<file path="src/hdl/nnps_pkg.sv">
// Shared types and constants for the nearest-neighbor preview scaler.
// No dependencies; imported by every module of the block except nnps_div.
`default_nettype none

package nnps_pkg;

  localparam int SAMPLE_W   = 16;
  localparam int PIX_W      = 8;
  localparam int COORD_W    = 12;
  localparam int CFG_IDX_W  = 3;
  localparam int CFG_DATA_W = 16;
  localparam int MAXDIM_W   = 13;

  localparam int DEF_MAX_PREVIEW_SIDE = 4096;
  localparam int DEF_MAX_SOURCE_SIDE  = 65535;

  localparam int FIFO_DEPTH = 4;

  localparam logic [PIX_W-1:0] PIX_MAX = 8'd255;

  // register indexes
  localparam logic [CFG_IDX_W-1:0] CFG_SRC_WIDTH     = 3'd0;
  localparam logic [CFG_IDX_W-1:0] CFG_SRC_HEIGHT    = 3'd1;
  localparam logic [CFG_IDX_W-1:0] CFG_MAX_DIMENSION = 3'd2;
  localparam logic [CFG_IDX_W-1:0] CFG_SIXTEEN_BIT   = 3'd3;
  localparam logic [CFG_IDX_W-1:0] CFG_THREE_CHANNEL = 3'd4;
  localparam logic [CFG_IDX_W-1:0] CFG_MIN_IS_WHITE  = 3'd5;

  // register reset values
  localparam logic [CFG_DATA_W-1:0] RST_SRC_WIDTH  = 16'd1;
  localparam logic [CFG_DATA_W-1:0] RST_SRC_HEIGHT = 16'd1;
  localparam logic [MAXDIM_W-1:0]   RST_MAX_DIM    = 13'd1024;

  typedef struct packed {
    logic sixteen_bit;
    logic three_channel;
    logic min_is_white;
  } fmt_t;

  // one kept pixel on its way from the front to the back
  typedef struct packed {
    logic [SAMPLE_W-1:0] sample_a;
    logic [SAMPLE_W-1:0] sample_b;
    logic [SAMPLE_W-1:0] sample_c;
    logic [COORD_W-1:0]  x;
    logic [COORD_W-1:0]  y;
    logic                last;
  } entry_t;

endpackage

`default_nettype wire

</file>
<file path="src/hdl/nearest_neighbour_preview_scaler_top.sv">
// Top level of the nearest-neighbor preview scaler.
// Depends on nnps_pkg, nnps_setup, nnps_front, nnps_fifo and nnps_back.
`default_nettype none

// Source pixels enter in raster order through a push/full queue port and the
// kept preview pixels leave through an empty/pop queue port, each with its
// preview column/row and a last_of_frame flag. After reset, and after every
// write to one of the six configuration registers, the block recomputes the
// preview size and the per-column/per-row step values with a shared
// bit-serial divider: full stays high while these are recomputed, and the
// frame restarts at the top-left pixel. From then on one source pixel is
// taken per cycle while the queue has room; the keep decision is
// incremental (quotient plus remainder per preview step), so no division
// happens per pixel. A four-entry queue sits between the position tracker
// and the color/output stage, so a stalled consumer only blocks input once
// that queue is full. cfg_ready is always high; writes to indexes beyond
// the register list are ignored and do not restart the frame. Alpha is not
// produced; treat it as 255.
module nearest_neighbour_preview_scaler_top #(
  parameter int MAX_PREVIEW_SIDE = nnps_pkg::DEF_MAX_PREVIEW_SIDE,
  parameter int MAX_SOURCE_SIDE  = nnps_pkg::DEF_MAX_SOURCE_SIDE
) (
  input  wire logic                            clk,
  input  wire logic                            rst_n,
  // source pixel request port
  input  wire logic                            push,
  output logic                                 full,
  input  wire logic [nnps_pkg::SAMPLE_W-1:0]   in_sample_a,
  input  wire logic [nnps_pkg::SAMPLE_W-1:0]   in_sample_b,
  input  wire logic [nnps_pkg::SAMPLE_W-1:0]   in_sample_c,
  // preview pixel request port
  output logic                                 empty,
  input  wire logic                            pop,
  output logic [nnps_pkg::PIX_W-1:0]           out_red,
  output logic [nnps_pkg::PIX_W-1:0]           out_green,
  output logic [nnps_pkg::PIX_W-1:0]           out_blue,
  output logic [nnps_pkg::COORD_W-1:0]         out_x,
  output logic [nnps_pkg::COORD_W-1:0]         out_y,
  output logic                                 out_last_of_frame,
  // configuration write port
  input  wire logic                            cfg_valid,
  output logic                                 cfg_ready,
  input  wire logic [nnps_pkg::CFG_IDX_W-1:0]  cfg_index,
  input  wire logic [nnps_pkg::CFG_DATA_W-1:0] cfg_data
);

  import nnps_pkg::*;

  localparam int SRC_W = $clog2(MAX_SOURCE_SIDE + 1);
  localparam int PW_W  = $clog2(MAX_PREVIEW_SIDE + 1);

  logic             run;
  fmt_t             fmt;
  logic [SRC_W-1:0] src_w, src_h, col_q, row_q;
  logic [PW_W-1:0]  prev_w, prev_h, col_rem, row_rem;

  logic   q_push, q_full, q_pop, q_empty;
  entry_t q_wr_data, q_rd_data;

  // geometry and registers
  nnps_setup #(
    .MAX_PREVIEW_SIDE (MAX_PREVIEW_SIDE),
    .MAX_SOURCE_SIDE  (MAX_SOURCE_SIDE)
  ) u_setup (
    .clk       (clk),
    .rst_n     (rst_n),
    .cfg_valid (cfg_valid),
    .cfg_ready (cfg_ready),
    .cfg_index (cfg_index),
    .cfg_data  (cfg_data),
    .run       (run),
    .fmt       (fmt),
    .src_w     (src_w),
    .src_h     (src_h),
    .prev_w    (prev_w),
    .prev_h    (prev_h),
    .col_q     (col_q),
    .col_rem   (col_rem),
    .row_q     (row_q),
    .row_rem   (row_rem)
  );

  // front: accept and classify
  nnps_front #(
    .MAX_PREVIEW_SIDE (MAX_PREVIEW_SIDE),
    .MAX_SOURCE_SIDE  (MAX_SOURCE_SIDE)
  ) u_front (
    .clk       (clk),
    .rst_n     (rst_n),
    .run       (run),
    .push      (push),
    .full      (full),
    .sample_a  (in_sample_a),
    .sample_b  (in_sample_b),
    .sample_c  (in_sample_c),
    .src_w     (src_w),
    .src_h     (src_h),
    .prev_w    (prev_w),
    .prev_h    (prev_h),
    .col_q     (col_q),
    .col_rem   (col_rem),
    .row_q     (row_q),
    .row_rem   (row_rem),
    .fifo_full (q_full),
    .fifo_push (q_push),
    .fifo_data (q_wr_data)
  );

  // decoupling queue
  nnps_fifo #(
    .DEPTH (FIFO_DEPTH)
  ) u_fifo (
    .clk     (clk),
    .rst_n   (rst_n),
    .push    (q_push),
    .wr_data (q_wr_data),
    .full    (q_full),
    .pop     (q_pop),
    .rd_data (q_rd_data),
    .empty   (q_empty)
  );

  // back: convert and present
  nnps_back u_back (
    .clk           (clk),
    .rst_n         (rst_n),
    .fmt           (fmt),
    .fifo_empty    (q_empty),
    .fifo_data     (q_rd_data),
    .fifo_pop      (q_pop),
    .empty         (empty),
    .pop           (pop),
    .red           (out_red),
    .green         (out_green),
    .blue          (out_blue),
    .out_x         (out_x),
    .out_y         (out_y),
    .last_of_frame (out_last_of_frame)
  );

  // a register write always restarts geometry, so input must stall
  a_cfg_stalls_input: assert property (@(posedge clk) disable iff (!rst_n)
    cfg_valid && cfg_ready &&
    (cfg_index == CFG_SRC_WIDTH || cfg_index == CFG_SRC_HEIGHT ||
     cfg_index == CFG_MAX_DIMENSION || cfg_index == CFG_SIXTEEN_BIT ||
     cfg_index == CFG_THREE_CHANNEL || cfg_index == CFG_MIN_IS_WHITE)
    |=> full)
    else $error("input open right after register write");

endmodule

`default_nettype wire

</file>
<file path="src/hdl/nnps_div.sv">
// Iterative restoring divider, one quotient bit per cycle.
// Uses no package items; instantiated by nnps_setup.
`default_nettype none

module nnps_div #(
  parameter int DIVIDEND_W = 30,
  parameter int DIVISOR_W  = 16
) (
  input  wire logic                  clk,
  input  wire logic                  rst_n,
  input  wire logic                  start,
  input  wire logic [DIVIDEND_W-1:0] dividend,
  input  wire logic [DIVISOR_W-1:0]  divisor,
  output logic                       done,
  output logic [DIVIDEND_W-1:0]      quotient,
  output logic [DIVISOR_W-1:0]       remainder
);

  localparam int CNT_W = $clog2(DIVIDEND_W + 1);

  logic                  busy_r;
  logic                  done_r;
  logic [CNT_W-1:0]      cnt_r;
  logic [DIVISOR_W-1:0]  rem_r;
  logic [DIVIDEND_W-1:0] quo_r;
  logic [DIVISOR_W-1:0]  dvs_r;

  logic [DIVISOR_W:0] shifted;
  logic [DIVISOR_W:0] diff;
  logic               ge;

  always_comb begin
    shifted = {rem_r, quo_r[DIVIDEND_W-1]};
    ge      = shifted >= {1'b0, dvs_r};
    diff    = shifted - {1'b0, dvs_r};
  end

  always_ff @(posedge clk) begin
    if (!rst_n) begin
      busy_r <= 1'b0;
      done_r <= 1'b0;
      cnt_r  <= '0;
    end else begin
      done_r <= 1'b0;
      if (start) begin
        busy_r <= 1'b1;
        cnt_r  <= CNT_W'(DIVIDEND_W);
      end else if (busy_r) begin
        cnt_r <= cnt_r - 1'b1;
        if (cnt_r == CNT_W'(1)) begin
          busy_r <= 1'b0;
          done_r <= 1'b1;
        end
      end
    end
  end

  // datapath, no reset
  always_ff @(posedge clk) begin
    if (start) begin
      rem_r <= '0;
      quo_r <= dividend;
      dvs_r <= divisor;
    end else if (busy_r) begin
      rem_r <= ge ? diff[DIVISOR_W-1:0] : shifted[DIVISOR_W-1:0];
      quo_r <= {quo_r[DIVIDEND_W-2:0], ge};
    end
  end

  assign done      = done_r;
  assign quotient  = quo_r;
  assign remainder = rem_r;

endmodule

`default_nettype wire

</file>
<file path="src/hdl/nnps_setup.sv">
// Configuration registers and preview geometry sequencer.
// Depends on nnps_pkg and nnps_div.
`default_nettype none

module nnps_setup #(
  parameter int MAX_PREVIEW_SIDE = nnps_pkg::DEF_MAX_PREVIEW_SIDE,
  parameter int MAX_SOURCE_SIDE  = nnps_pkg::DEF_MAX_SOURCE_SIDE,
  localparam int SRC_W = $clog2(MAX_SOURCE_SIDE + 1),
  localparam int PW_W  = $clog2(MAX_PREVIEW_SIDE + 1)
) (
  input  wire logic                               clk,
  input  wire logic                               rst_n,
  input  wire logic                               cfg_valid,
  output logic                                    cfg_ready,
  input  wire logic [nnps_pkg::CFG_IDX_W-1:0]     cfg_index,
  input  wire logic [nnps_pkg::CFG_DATA_W-1:0]    cfg_data,
  output logic                                    run,
  output nnps_pkg::fmt_t                          fmt,
  output logic [SRC_W-1:0]                        src_w,
  output logic [SRC_W-1:0]                        src_h,
  output logic [PW_W-1:0]                         prev_w,
  output logic [PW_W-1:0]                         prev_h,
  output logic [SRC_W-1:0]                        col_q,
  output logic [PW_W-1:0]                         col_rem,
  output logic [SRC_W-1:0]                        row_q,
  output logic [PW_W-1:0]                         row_rem
);

  import nnps_pkg::*;

  localparam int PROD_W = SRC_W + PW_W;
  localparam int DIV_W  = PROD_W + 1;

  typedef enum logic [3:0] {
    ST_SIZE, ST_MUL, ST_SHORT_GO, ST_SHORT_WAIT, ST_COL_GO, ST_COL_WAIT,
    ST_ROW_GO, ST_ROW_WAIT, ST_READY
  } state_t;

  function automatic logic [SRC_W-1:0] clamp_src(input logic [CFG_DATA_W-1:0] v);
    logic [SRC_W-1:0] r;
    r = SRC_W'(v);
    if (v == '0) r = SRC_W'(1);
    else if (32'(v) > MAX_SOURCE_SIDE) r = SRC_W'(MAX_SOURCE_SIDE);
    return r;
  endfunction

  function automatic logic [PW_W-1:0] clamp_max(input logic [MAXDIM_W-1:0] v);
    logic [PW_W-1:0] r;
    r = PW_W'(v);
    if (v == '0) r = PW_W'(1);
    else if (32'(v) > MAX_PREVIEW_SIDE) r = PW_W'(MAX_PREVIEW_SIDE);
    return r;
  endfunction

  logic [CFG_DATA_W-1:0] cfg_w_r;
  logic [CFG_DATA_W-1:0] cfg_h_r;
  logic [MAXDIM_W-1:0]   cfg_max_r;
  fmt_t                  fmt_r;
  logic                  cfg_hit;

  state_t           state_r;
  logic             wide_r;
  logic [SRC_W-1:0] w_r, h_r, long_src_r, short_src_r;
  logic [PW_W-1:0]  long_p_r, pw_r, ph_r;
  logic [DIV_W-1:0] prod_r;
  logic [SRC_W-1:0] col_q_r, row_q_r;
  logic [PW_W-1:0]  col_rem_r, row_rem_r;

  logic [SRC_W-1:0] eff_w, eff_h, eff_long;
  logic [PW_W-1:0]  eff_m, short_p;

  logic             div_start;
  logic [DIV_W-1:0] div_dividend;
  logic [SRC_W-1:0] div_divisor;
  logic             div_done;
  logic [DIV_W-1:0] div_quo;
  logic [SRC_W-1:0] div_rem;

  assign cfg_ready = 1'b1;

  always_comb begin
    cfg_hit = 1'b0;
    if (cfg_valid && (cfg_index inside {[CFG_SRC_WIDTH:CFG_MIN_IS_WHITE]})) cfg_hit = 1'b1;
  end

  always_ff @(posedge clk) begin
    if (!rst_n) begin
      cfg_w_r   <= RST_SRC_WIDTH;
      cfg_h_r   <= RST_SRC_HEIGHT;
      cfg_max_r <= RST_MAX_DIM;
      fmt_r     <= '0;
    end else if (cfg_valid) begin
      case (cfg_index)
        CFG_SRC_WIDTH:     cfg_w_r             <= cfg_data;
        CFG_SRC_HEIGHT:    cfg_h_r             <= cfg_data;
        CFG_MAX_DIMENSION: cfg_max_r           <= cfg_data[MAXDIM_W-1:0];
        CFG_SIXTEEN_BIT:   fmt_r.sixteen_bit   <= cfg_data[0];
        CFG_THREE_CHANNEL: fmt_r.three_channel <= cfg_data[0];
        CFG_MIN_IS_WHITE:  fmt_r.min_is_white  <= cfg_data[0];
        default: ;
      endcase
    end
  end

  always_comb begin
    eff_w    = clamp_src(cfg_w_r);
    eff_h    = clamp_src(cfg_h_r);
    eff_m    = clamp_max(cfg_max_r);
    eff_long = (eff_w >= eff_h) ? eff_w : eff_h;
    short_p  = (div_quo == '0) ? PW_W'(1) : PW_W'(div_quo);
  end

  always_comb begin
    div_start    = 1'b0;
    div_dividend = prod_r;
    div_divisor  = long_src_r;
    case (state_r)
      ST_SHORT_GO: div_start = 1'b1;
      ST_COL_GO: begin
        div_start    = 1'b1;
        div_dividend = DIV_W'(w_r);
        div_divisor  = SRC_W'(pw_r);
      end
      ST_ROW_GO: begin
        div_start    = 1'b1;
        div_dividend = DIV_W'(h_r);
        div_divisor  = SRC_W'(ph_r);
      end
      default: ;
    endcase
  end

  always_ff @(posedge clk) begin
    if (!rst_n) begin
      state_r <= ST_SIZE;
    end else if (cfg_hit) begin
      state_r <= ST_SIZE;
    end else begin
      case (state_r)
        ST_SIZE: begin
          w_r         <= eff_w;
          h_r         <= eff_h;
          wide_r      <= eff_w >= eff_h;
          long_src_r  <= eff_long;
          short_src_r <= (eff_w >= eff_h) ? eff_h : eff_w;
          long_p_r    <= (32'(eff_long) > 32'(eff_m)) ? eff_m : PW_W'(eff_long);
          state_r     <= ST_MUL;
        end
        ST_MUL: begin
          // short * long_preview + long/2, round half up on the divide
          prod_r  <= DIV_W'(PROD_W'(short_src_r) * PROD_W'(long_p_r))
                     + DIV_W'(long_src_r >> 1);
          state_r <= ST_SHORT_GO;
        end
        ST_SHORT_GO: state_r <= ST_SHORT_WAIT;
        ST_SHORT_WAIT: begin
          if (div_done) begin
            if (wide_r) begin
              pw_r <= long_p_r;
              ph_r <= short_p;
            end else begin
              pw_r <= short_p;
              ph_r <= long_p_r;
            end
            state_r <= ST_COL_GO;
          end
        end
        ST_COL_GO: state_r <= ST_COL_WAIT;
        ST_COL_WAIT: begin
          if (div_done) begin
            col_q_r   <= SRC_W'(div_quo);
            col_rem_r <= PW_W'(div_rem);
            state_r   <= ST_ROW_GO;
          end
        end
        ST_ROW_GO: state_r <= ST_ROW_WAIT;
        ST_ROW_WAIT: begin
          if (div_done) begin
            row_q_r   <= SRC_W'(div_quo);
            row_rem_r <= PW_W'(div_rem);
            state_r   <= ST_READY;
          end
        end
        ST_READY: state_r <= ST_READY;
        default:  state_r <= ST_SIZE;
      endcase
    end
  end

  nnps_div #(
    .DIVIDEND_W (DIV_W),
    .DIVISOR_W  (SRC_W)
  ) u_div (
    .clk       (clk),
    .rst_n     (rst_n),
    .start     (div_start),
    .dividend  (div_dividend),
    .divisor   (div_divisor),
    .done      (div_done),
    .quotient  (div_quo),
    .remainder (div_rem)
  );

  assign run     = (state_r == ST_READY);
  assign fmt     = fmt_r;
  assign src_w   = w_r;
  assign src_h   = h_r;
  assign prev_w  = pw_r;
  assign prev_h  = ph_r;
  assign col_q   = col_q_r;
  assign col_rem = col_rem_r;
  assign row_q   = row_q_r;
  assign row_rem = row_rem_r;

  a_size_nonzero: assert property (@(posedge clk) disable iff (!rst_n)
    state_r == ST_READY |-> (pw_r != '0) && (ph_r != '0))
    else $error("preview size zero when ready");

  a_steps_below_size: assert property (@(posedge clk) disable iff (!rst_n)
    state_r == ST_READY |-> (col_rem_r < pw_r) && (row_rem_r < ph_r))
    else $error("step remainder not below preview size");

endmodule

`default_nettype wire

</file>
<file path="src/hdl/nnps_front.sv">
// Front part: source/preview position tracking and keep decision.
// Depends on nnps_pkg; pushes kept pixels into nnps_fifo.
`default_nettype none

module nnps_front #(
  parameter int MAX_PREVIEW_SIDE = nnps_pkg::DEF_MAX_PREVIEW_SIDE,
  parameter int MAX_SOURCE_SIDE  = nnps_pkg::DEF_MAX_SOURCE_SIDE,
  localparam int SRC_W = $clog2(MAX_SOURCE_SIDE + 1),
  localparam int PW_W  = $clog2(MAX_PREVIEW_SIDE + 1)
) (
  input  wire logic                            clk,
  input  wire logic                            rst_n,
  input  wire logic                            run,
  input  wire logic                            push,
  output logic                                 full,
  input  wire logic [nnps_pkg::SAMPLE_W-1:0]   sample_a,
  input  wire logic [nnps_pkg::SAMPLE_W-1:0]   sample_b,
  input  wire logic [nnps_pkg::SAMPLE_W-1:0]   sample_c,
  input  wire logic [SRC_W-1:0]                src_w,
  input  wire logic [SRC_W-1:0]                src_h,
  input  wire logic [PW_W-1:0]                 prev_w,
  input  wire logic [PW_W-1:0]                 prev_h,
  input  wire logic [SRC_W-1:0]                col_q,
  input  wire logic [PW_W-1:0]                 col_rem,
  input  wire logic [SRC_W-1:0]                row_q,
  input  wire logic [PW_W-1:0]                 row_rem,
  input  wire logic                            fifo_full,
  output logic                                 fifo_push,
  output nnps_pkg::entry_t                     fifo_data
);

  import nnps_pkg::*;

  logic [SRC_W-1:0] scol_r, srow_r, cerr_r, rerr_r;
  logic [PW_W-1:0]  pcol_r, prow_r, crem_r, rrem_r;
  logic [SRC_W-1:0] scol_nxt, srow_nxt, cerr_nxt, rerr_nxt;
  logic [PW_W-1:0]  pcol_nxt, prow_nxt, crem_nxt, rrem_nxt;

  logic            accept, keep, col_end, row_last, src_col_end, src_row_end;
  logic [PW_W:0]   csum, rsum;
  logic            cwrap, rwrap;
  logic [PW_W-1:0] crem_step, rrem_step;
  logic [SRC_W-1:0] cerr_step, rerr_step;

  always_comb begin
    full     = !run || fifo_full;
    accept   = push && !full;
    keep     = (prow_r < prev_h) && (pcol_r < prev_w) &&
               (scol_r == cerr_r) && (srow_r == rerr_r);
    col_end  = ((PW_W+1)'(pcol_r) + 1'b1) == (PW_W+1)'(prev_w);
    row_last = ((PW_W+1)'(prow_r) + 1'b1) == (PW_W+1)'(prev_h);

    // next target = floor(k*W/pw), kept as quotient plus remainder
    csum      = (PW_W+1)'(crem_r) + (PW_W+1)'(col_rem);
    cwrap     = csum >= (PW_W+1)'(prev_w);
    crem_step = cwrap ? PW_W'(csum - (PW_W+1)'(prev_w)) : csum[PW_W-1:0];
    cerr_step = cerr_r + col_q + SRC_W'(cwrap);

    rsum      = (PW_W+1)'(rrem_r) + (PW_W+1)'(row_rem);
    rwrap     = rsum >= (PW_W+1)'(prev_h);
    rrem_step = rwrap ? PW_W'(rsum - (PW_W+1)'(prev_h)) : rsum[PW_W-1:0];
    rerr_step = rerr_r + row_q + SRC_W'(rwrap);

    src_col_end = ((SRC_W+1)'(scol_r) + 1'b1) >= (SRC_W+1)'(src_w);
    src_row_end = ((SRC_W+1)'(srow_r) + 1'b1) >= (SRC_W+1)'(src_h);

    scol_nxt = scol_r;
    srow_nxt = srow_r;
    pcol_nxt = pcol_r;
    prow_nxt = prow_r;
    cerr_nxt = cerr_r;
    rerr_nxt = rerr_r;
    crem_nxt = crem_r;
    rrem_nxt = rrem_r;

    if (accept) begin
      if (keep) begin
        if (col_end) begin
          pcol_nxt = '0;
          cerr_nxt = '0;
          crem_nxt = '0;
          prow_nxt = prow_r + 1'b1;
          rerr_nxt = rerr_step;
          rrem_nxt = rrem_step;
        end else begin
          pcol_nxt = pcol_r + 1'b1;
          cerr_nxt = cerr_step;
          crem_nxt = crem_step;
        end
      end
      scol_nxt = scol_r + 1'b1;
      if (src_col_end) begin
        scol_nxt = '0;
        srow_nxt = srow_r + 1'b1;
        if (src_row_end) begin
          // frame done, start over
          srow_nxt = '0;
          pcol_nxt = '0;
          prow_nxt = '0;
          cerr_nxt = '0;
          rerr_nxt = '0;
          crem_nxt = '0;
          rrem_nxt = '0;
        end
      end
    end
  end

  always_ff @(posedge clk) begin
    if (!rst_n || !run) begin
      scol_r <= '0;
      srow_r <= '0;
      pcol_r <= '0;
      prow_r <= '0;
      cerr_r <= '0;
      rerr_r <= '0;
      crem_r <= '0;
      rrem_r <= '0;
    end else begin
      scol_r <= scol_nxt;
      srow_r <= srow_nxt;
      pcol_r <= pcol_nxt;
      prow_r <= prow_nxt;
      cerr_r <= cerr_nxt;
      rerr_r <= rerr_nxt;
      crem_r <= crem_nxt;
      rrem_r <= rrem_nxt;
    end
  end

  always_comb begin
    fifo_push          = accept && keep;
    fifo_data.sample_a = sample_a;
    fifo_data.sample_b = sample_b;
    fifo_data.sample_c = sample_c;
    fifo_data.x        = COORD_W'(pcol_r);
    fifo_data.y        = COORD_W'(prow_r);
    fifo_data.last     = col_end && row_last;
  end

  a_col_in_frame: assert property (@(posedge clk) disable iff (!rst_n)
    run |-> (scol_r < src_w) && (srow_r < src_h))
    else $error("source position outside frame");

endmodule

`default_nettype wire

</file>
<file path="src/hdl/nnps_fifo.sv">
// Short queue of kept pixels between the front and the back.
// Depends on nnps_pkg (entry_t).
`default_nettype none

module nnps_fifo #(
  parameter int DEPTH = nnps_pkg::FIFO_DEPTH
) (
  input  wire logic              clk,
  input  wire logic              rst_n,
  input  wire logic              push,
  input  wire nnps_pkg::entry_t  wr_data,
  output logic                   full,
  input  wire logic              pop,
  output nnps_pkg::entry_t       rd_data,
  output logic                   empty
);

  import nnps_pkg::*;

  localparam int PTR_W = (DEPTH > 1) ? $clog2(DEPTH) : 1;
  localparam int CNT_W = $clog2(DEPTH + 1);

  entry_t           mem_r [DEPTH];
  logic [PTR_W-1:0] wptr_r, rptr_r;
  logic [CNT_W-1:0] count_r;

  function automatic logic [PTR_W-1:0] bump(input logic [PTR_W-1:0] p);
    return (p == PTR_W'(DEPTH - 1)) ? '0 : p + 1'b1;
  endfunction

  always_ff @(posedge clk) begin
    if (!rst_n) begin
      wptr_r  <= '0;
      rptr_r  <= '0;
      count_r <= '0;
    end else begin
      if (push) wptr_r <= bump(wptr_r);
      if (pop)  rptr_r <= bump(rptr_r);
      case ({push, pop})
        2'b10:   count_r <= count_r + 1'b1;
        2'b01:   count_r <= count_r - 1'b1;
        default: count_r <= count_r;
      endcase
    end
  end

  always_ff @(posedge clk) begin
    if (push) mem_r[wptr_r] <= wr_data;
  end

  assign rd_data = mem_r[rptr_r];
  assign full    = (count_r == CNT_W'(DEPTH));
  assign empty   = (count_r == '0);

  a_no_overflow: assert property (@(posedge clk) disable iff (!rst_n)
    push |-> !full)
    else $error("queue push while full");

  a_no_underflow: assert property (@(posedge clk) disable iff (!rst_n)
    pop |-> !empty)
    else $error("queue pop while empty");

endmodule

`default_nettype wire

</file>
<file path="src/hdl/nnps_back.sv">
// Back part: 8-bit RGB conversion and the result output register.
// Depends on nnps_pkg; pops kept pixels from nnps_fifo.
`default_nettype none

module nnps_back (
  input  wire logic                         clk,
  input  wire logic                         rst_n,
  input  wire nnps_pkg::fmt_t               fmt,
  input  wire logic                         fifo_empty,
  input  wire nnps_pkg::entry_t             fifo_data,
  output logic                              fifo_pop,
  output logic                              empty,
  input  wire logic                         pop,
  output logic [nnps_pkg::PIX_W-1:0]        red,
  output logic [nnps_pkg::PIX_W-1:0]        green,
  output logic [nnps_pkg::PIX_W-1:0]        blue,
  output logic [nnps_pkg::COORD_W-1:0]      out_x,
  output logic [nnps_pkg::COORD_W-1:0]      out_y,
  output logic                              last_of_frame
);

  import nnps_pkg::*;

  function automatic logic [PIX_W-1:0] to8(input logic [SAMPLE_W-1:0] s,
                                           input logic sixteen);
    return sixteen ? s[SAMPLE_W-1:SAMPLE_W-PIX_W] : s[PIX_W-1:0];
  endfunction

  logic             valid_r;
  logic             load;
  logic [PIX_W-1:0] a8, b8, c8, gray;
  logic [PIX_W-1:0] red_r, green_r, blue_r;
  logic [COORD_W-1:0] x_r, y_r;
  logic             last_r;

  always_comb begin
    load     = !fifo_empty && (!valid_r || pop);
    fifo_pop = load;
    a8       = to8(fifo_data.sample_a, fmt.sixteen_bit);
    b8       = to8(fifo_data.sample_b, fmt.sixteen_bit);
    c8       = to8(fifo_data.sample_c, fmt.sixteen_bit);
    gray     = fmt.min_is_white ? PIX_MAX - a8 : a8;
  end

  always_ff @(posedge clk) begin
    if (!rst_n) begin
      valid_r <= 1'b0;
    end else if (load) begin
      valid_r <= 1'b1;
    end else if (pop) begin
      valid_r <= 1'b0;
    end
  end

  always_ff @(posedge clk) begin
    if (load) begin
      red_r   <= fmt.three_channel ? a8 : gray;
      green_r <= fmt.three_channel ? b8 : gray;
      blue_r  <= fmt.three_channel ? c8 : gray;
      x_r     <= fifo_data.x;
      y_r     <= fifo_data.y;
      last_r  <= fifo_data.last;
    end
  end

  assign empty         = !valid_r;
  assign red           = red_r;
  assign green         = green_r;
  assign blue          = blue_r;
  assign out_x         = x_r;
  assign out_y         = y_r;
  assign last_of_frame = last_r;

  a_gray_equal: assert property (@(posedge clk) disable iff (!rst_n)
    valid_r && !fmt.three_channel |-> (red_r == green_r) && (green_r == blue_r))
    else $error("gray result channels differ");

endmodule

`default_nettype wire

</file>
<file path="config.mk">
export PLATFORM = sky130hd
export DESIGN_NAME = nearest_neighbour_preview_scaler_top
export DESIGN_NICKNAME = d
export VERILOG_FILES = /design/src/hdl/nnps_pkg.sv /design/src/hdl/nearest_neighbour_preview_scaler_top.sv /design/src/hdl/nnps_div.sv /design/src/hdl/nnps_setup.sv /design/src/hdl/nnps_front.sv /design/src/hdl/nnps_fifo.sv /design/src/hdl/nnps_back.sv
export SDC_FILE = /design/constraint.sdc
export NUM_CORES = 2
export LEC_CHECK = 0
export BUFFER_PORTS_ARGS = -buffer_cell sky130_fd_sc_hd__buf_2
export CORE_MARGIN = 5
export CORE_UTILIZATION = 62
export CTS_CLUSTER_SIZE = 25
export DETAILED_ROUTE_END_ITERATION = 12
export HOLD_SLACK_MARGIN = 0.15
export MAX_ROUTING_LAYER = met4
export PLACE_DENSITY = 0.88
export SLEW_MARGIN = 0
export SYNTH_ARGS = -nofsm -noshare
export SYNTH_HDL_FRONTEND = slang
export SYNTH_SLANG_ARGS = --single-unit
</file>
<file path="constraint.sdc">
create_clock -name clk -period 20.4 [get_ports clk]
set_clock_uncertainty 0.15 [all_clocks]
set_input_delay 3.06 -clock clk [delete_from_list [all_inputs] [get_ports clk]]
set_output_delay 3.06 -clock clk [all_outputs]
set_load 0.02 [all_outputs]
</file>
==> out/results.ini <==
[worst_setup_path]
start_kind=flop
worst_r2r_path_depth=29
critPathKind=reg -> reg
crit_arrival_ps=7640
crit_end=u_front.cerr_r[14]$_SDFFE_PP0P_
r2r-end=u_front.cerr_r[14]$_SDFFE_PP0P_
worst_ep_required_time_ps=20760
endpoint_kind=flop
crit_slowest_cell=nand2_1
slowest_delay_ps=580
r2r_slack_ps=13120
cp_max_fo=14
timing.rr.start=u_setup.col_rem[0]$_DFFE_PP_
cp-startpoint=u_setup.col_rem[0]$_DFFE_PP_

[synthesis]
synth_top_cell_area_share_pct=39.0
async_reset_ff_share_pct=0
seq_area_frac_synth_pct=48.0
syn_inst=3886
netlist_area_um2=44600
synth-edff-count=579
synth_cell_types=75
synthFlopType=edfxtp_1
synth_area_per_cell_um2=11.5
synth-seq-cells=780
synth_warnings=0
yosys.area.top_type=edfxtp_1
synth_area_leaders=edfxtp_1 (39%), dfxtp_1 (9.0%), ha_1 (8.2%)
syn_nets=4427

[global_routing]
grt_first_pass_wirelength_mm=186
grt_start_max_net_pins=79
grt_overflow=0
antenna_found_initial=4
grt_pass1_vias=31800
grt_usage_pct=31.5

[hold_path]
hold_class=reg -> reg

[timing]
slew_headroom_pct=20.5
finalHoldViolations=0
setup_ws_ps=13120
slew_violations=0
finalSetupViolations=0
rsz0062_at_grt=no
tightest_slew_ps=1190
max_freq_mhz=137
fin_setup_tns_ps=0
min_period_ps=7280
period_share_pct=35.7

[floorplanning]
start_util_pct=62.4
dieWidth_um=278
ioPinCount=124
die-height_um=278
core_area_um2=71500
die_area_um2=77400
rows=98

[power]
p_total_mw=6.61
power.leakage_nw=19.1
ir_worst_vdd_mv=0.243
powerDensity_nw_per_um2=135

[clocking]
cts_root_buf=clkbuf_16
post_cts_resized=0
postCtsSetupBuffers=0
cts_buffers=81
path_clk_slew_ps=60
cts.sinks=780
clkLatencyLatePin_ps=670
cts_tree=yes
holdBufCountCts=0
cts_buffer_depth=3
cts-htree-levels=3

[cells_and_area]
drive_gt1_share_pct=10.8
fin_area_um2=48800
final_core_util_pct=68.2
largest_reg_flops=292
area_growth_pct=9.35
nNetsFinal=4470
regMostFlops=u_fifo.mem_r

[outcome]
outcome=complete, no violations

[job]
drv_cap=0

[detailed_routing]
detail_route.wl_per_cell_um=24.2
ant_nets=0
drt-initial-drc-count=3860
viasPerCell=6.48
first_pass_iters=8
num_vias=32100
drc=0
drt_wl_total_mm=120

[place]
dp_hpwl_mm=82.2
portBuffers=122
postPlaceCellArea_um2=46000
pre_cts_ws_ps=13410
place.gp.congestion=1.02

## worst max-delay path, delay by kind of cell, from the launching register on
kind,cells,cell delay (ps)
and+or+nand+nor,8,1710
xor gates and xnor gates,2,270
AOI/OAI and AO/OA,13,2510
DFF,1,380
buffers and inverters,1,200
adders and majority gates,5,1910
## stage by stage
stage,std cells,hold WS (ps)
finish,4950,320
detailed placement,4796,305
floorplan,3886,279
global placement,4796,289
CTS,4946,322
global route,4950,331
## layout by cell type, fill, tap and decap left out, types with 43 or more instances in the layout
cell       instances
fa_1             176
inv_1            350
nand2_1          413
clkbuf_16         82
a21o_1            44
ha_1             293
nor2_1           154
a21oi_1          193
mux4_2            73
buf_2            122
xor2_1            67
mux2i_1          102
edfxtp_1         579
nor3_1            55
and2_1           106
xnor2_1          148
mux2_2            43
dfxtp_1          198
nand3_1           61
o21ai_0          189
## worst min-delay path by stage
stage,startpoint,end,slack [ps],depth (start not counted)
detailed placement,u_front.crem_r[5]$_SDFFE_PP0P_,u_front.crem_r[5]$_SDFFE_PP0P_,300,2
CTS,u_front.rrem_r[7]$_SDFFE_PP0P_,u_front.rrem_r[7]$_SDFFE_PP0P_,320,2
floorplan,u_front.crem_r[10]$_SDFFE_PP0P_,u_front.crem_r[10]$_SDFFE_PP0P_,280,2
global placement,u_front.crem_r[6]$_SDFFE_PP0P_,u_front.crem_r[6]$_SDFFE_PP0P_,290,2
finish,u_front.rrem_r[6]$_SDFFE_PP0P_,u_front.rrem_r[6]$_SDFFE_PP0P_,320,2
global route,u_front.crem_r[2]$_SDFFE_PP0P_,u_front.crem_r[2]$_SDFFE_PP0P_,330,2
## cell usage after synthesis (7+ instances only)
library cell / instances
edfxtp_1: 579
nand2_1: 413
inv_1: 351
ha_1: 293
dfxtp_1: 201
a21oi_1: 195
o21ai_0: 189
fa_1: 176
clkbuf_1: 160
nor2_1: 155
xnor2_1: 148
and2_1: 106
mux2i_1: 102
mux4_2: 73
xor2_1: 67
nand3_1: 61
nor3_1: 60
a21o_1: 44
mux2_2: 43
nand4_1: 41
a22o_1: 37
nor2b_1: 30
o21a_1: 30
nor4_1: 29
o211ai_1: 20
a41oi_1: 19
and3_1: 19
buf_1: 19
or3_1: 19
a211oi_1: 17
a32oi_1: 17
o31ai_1: 17
nand2b_1: 16
a31oi_1: 13
or2_2: 13
a21boi_0: 9
buf_2: 8
o21bai_1: 8
o41ai_1: 7
## metal layers
layer  GRT usage (%)  routed length (um)  up-vias
met1            39.1               42600    15500
met5               -                   0        -
met3            5.80               12500      516
li1                -                   -    13900
met4            15.8                7780        0
met2            50.1               57000     2130
## power by group
group	leakage, nW	internal (mW)	switching [mW]	total, mW
logic	10.9	1.22	1.76	2.97
clock network	1.35	0.879	0.668	1.55
registers	6.82	1.98	0.111	2.09
total	19.1	4.07	2.53	6.61
## kinds of logic (layout without fill, tap and decap cells)
| group | count (synthesis) | count (layout) | share of synthesized area (%) |
|---|---|---|---|
| AO/OA/AOI/OAI | 668 | 668 | 9.42 |
| XOR/XNOR | 215 | 215 | 4.22 |
| adder cells (fa/ha/maj) | 469 | 469 | 16.1 |
| buffers and inverters | 545 | 655 | 4.69 |
| flip-flops | 780 | 780 | 48.0 |
| multiplexers | 218 | 218 | 7.06 |
| other | 1 | 5 | 0.00841 |
| AND/OR/NAND/NOR | 990 | 990 | 10.5 |
## area by class of cell
type | count | area (um^2)
tap | 950 | 1190
timing repair buffer | 154 | 851
sequential | 780 | 21400
multi-input combinational | 2561 | 21200
inverter | 351 | 1320
clock inverter | 43 | 593
clock buffer | 107 | 2200
fill | 4620 | 22700
antenna | 4 | 10.0
No activity file was read; power rests on OpenSTA's default activity.
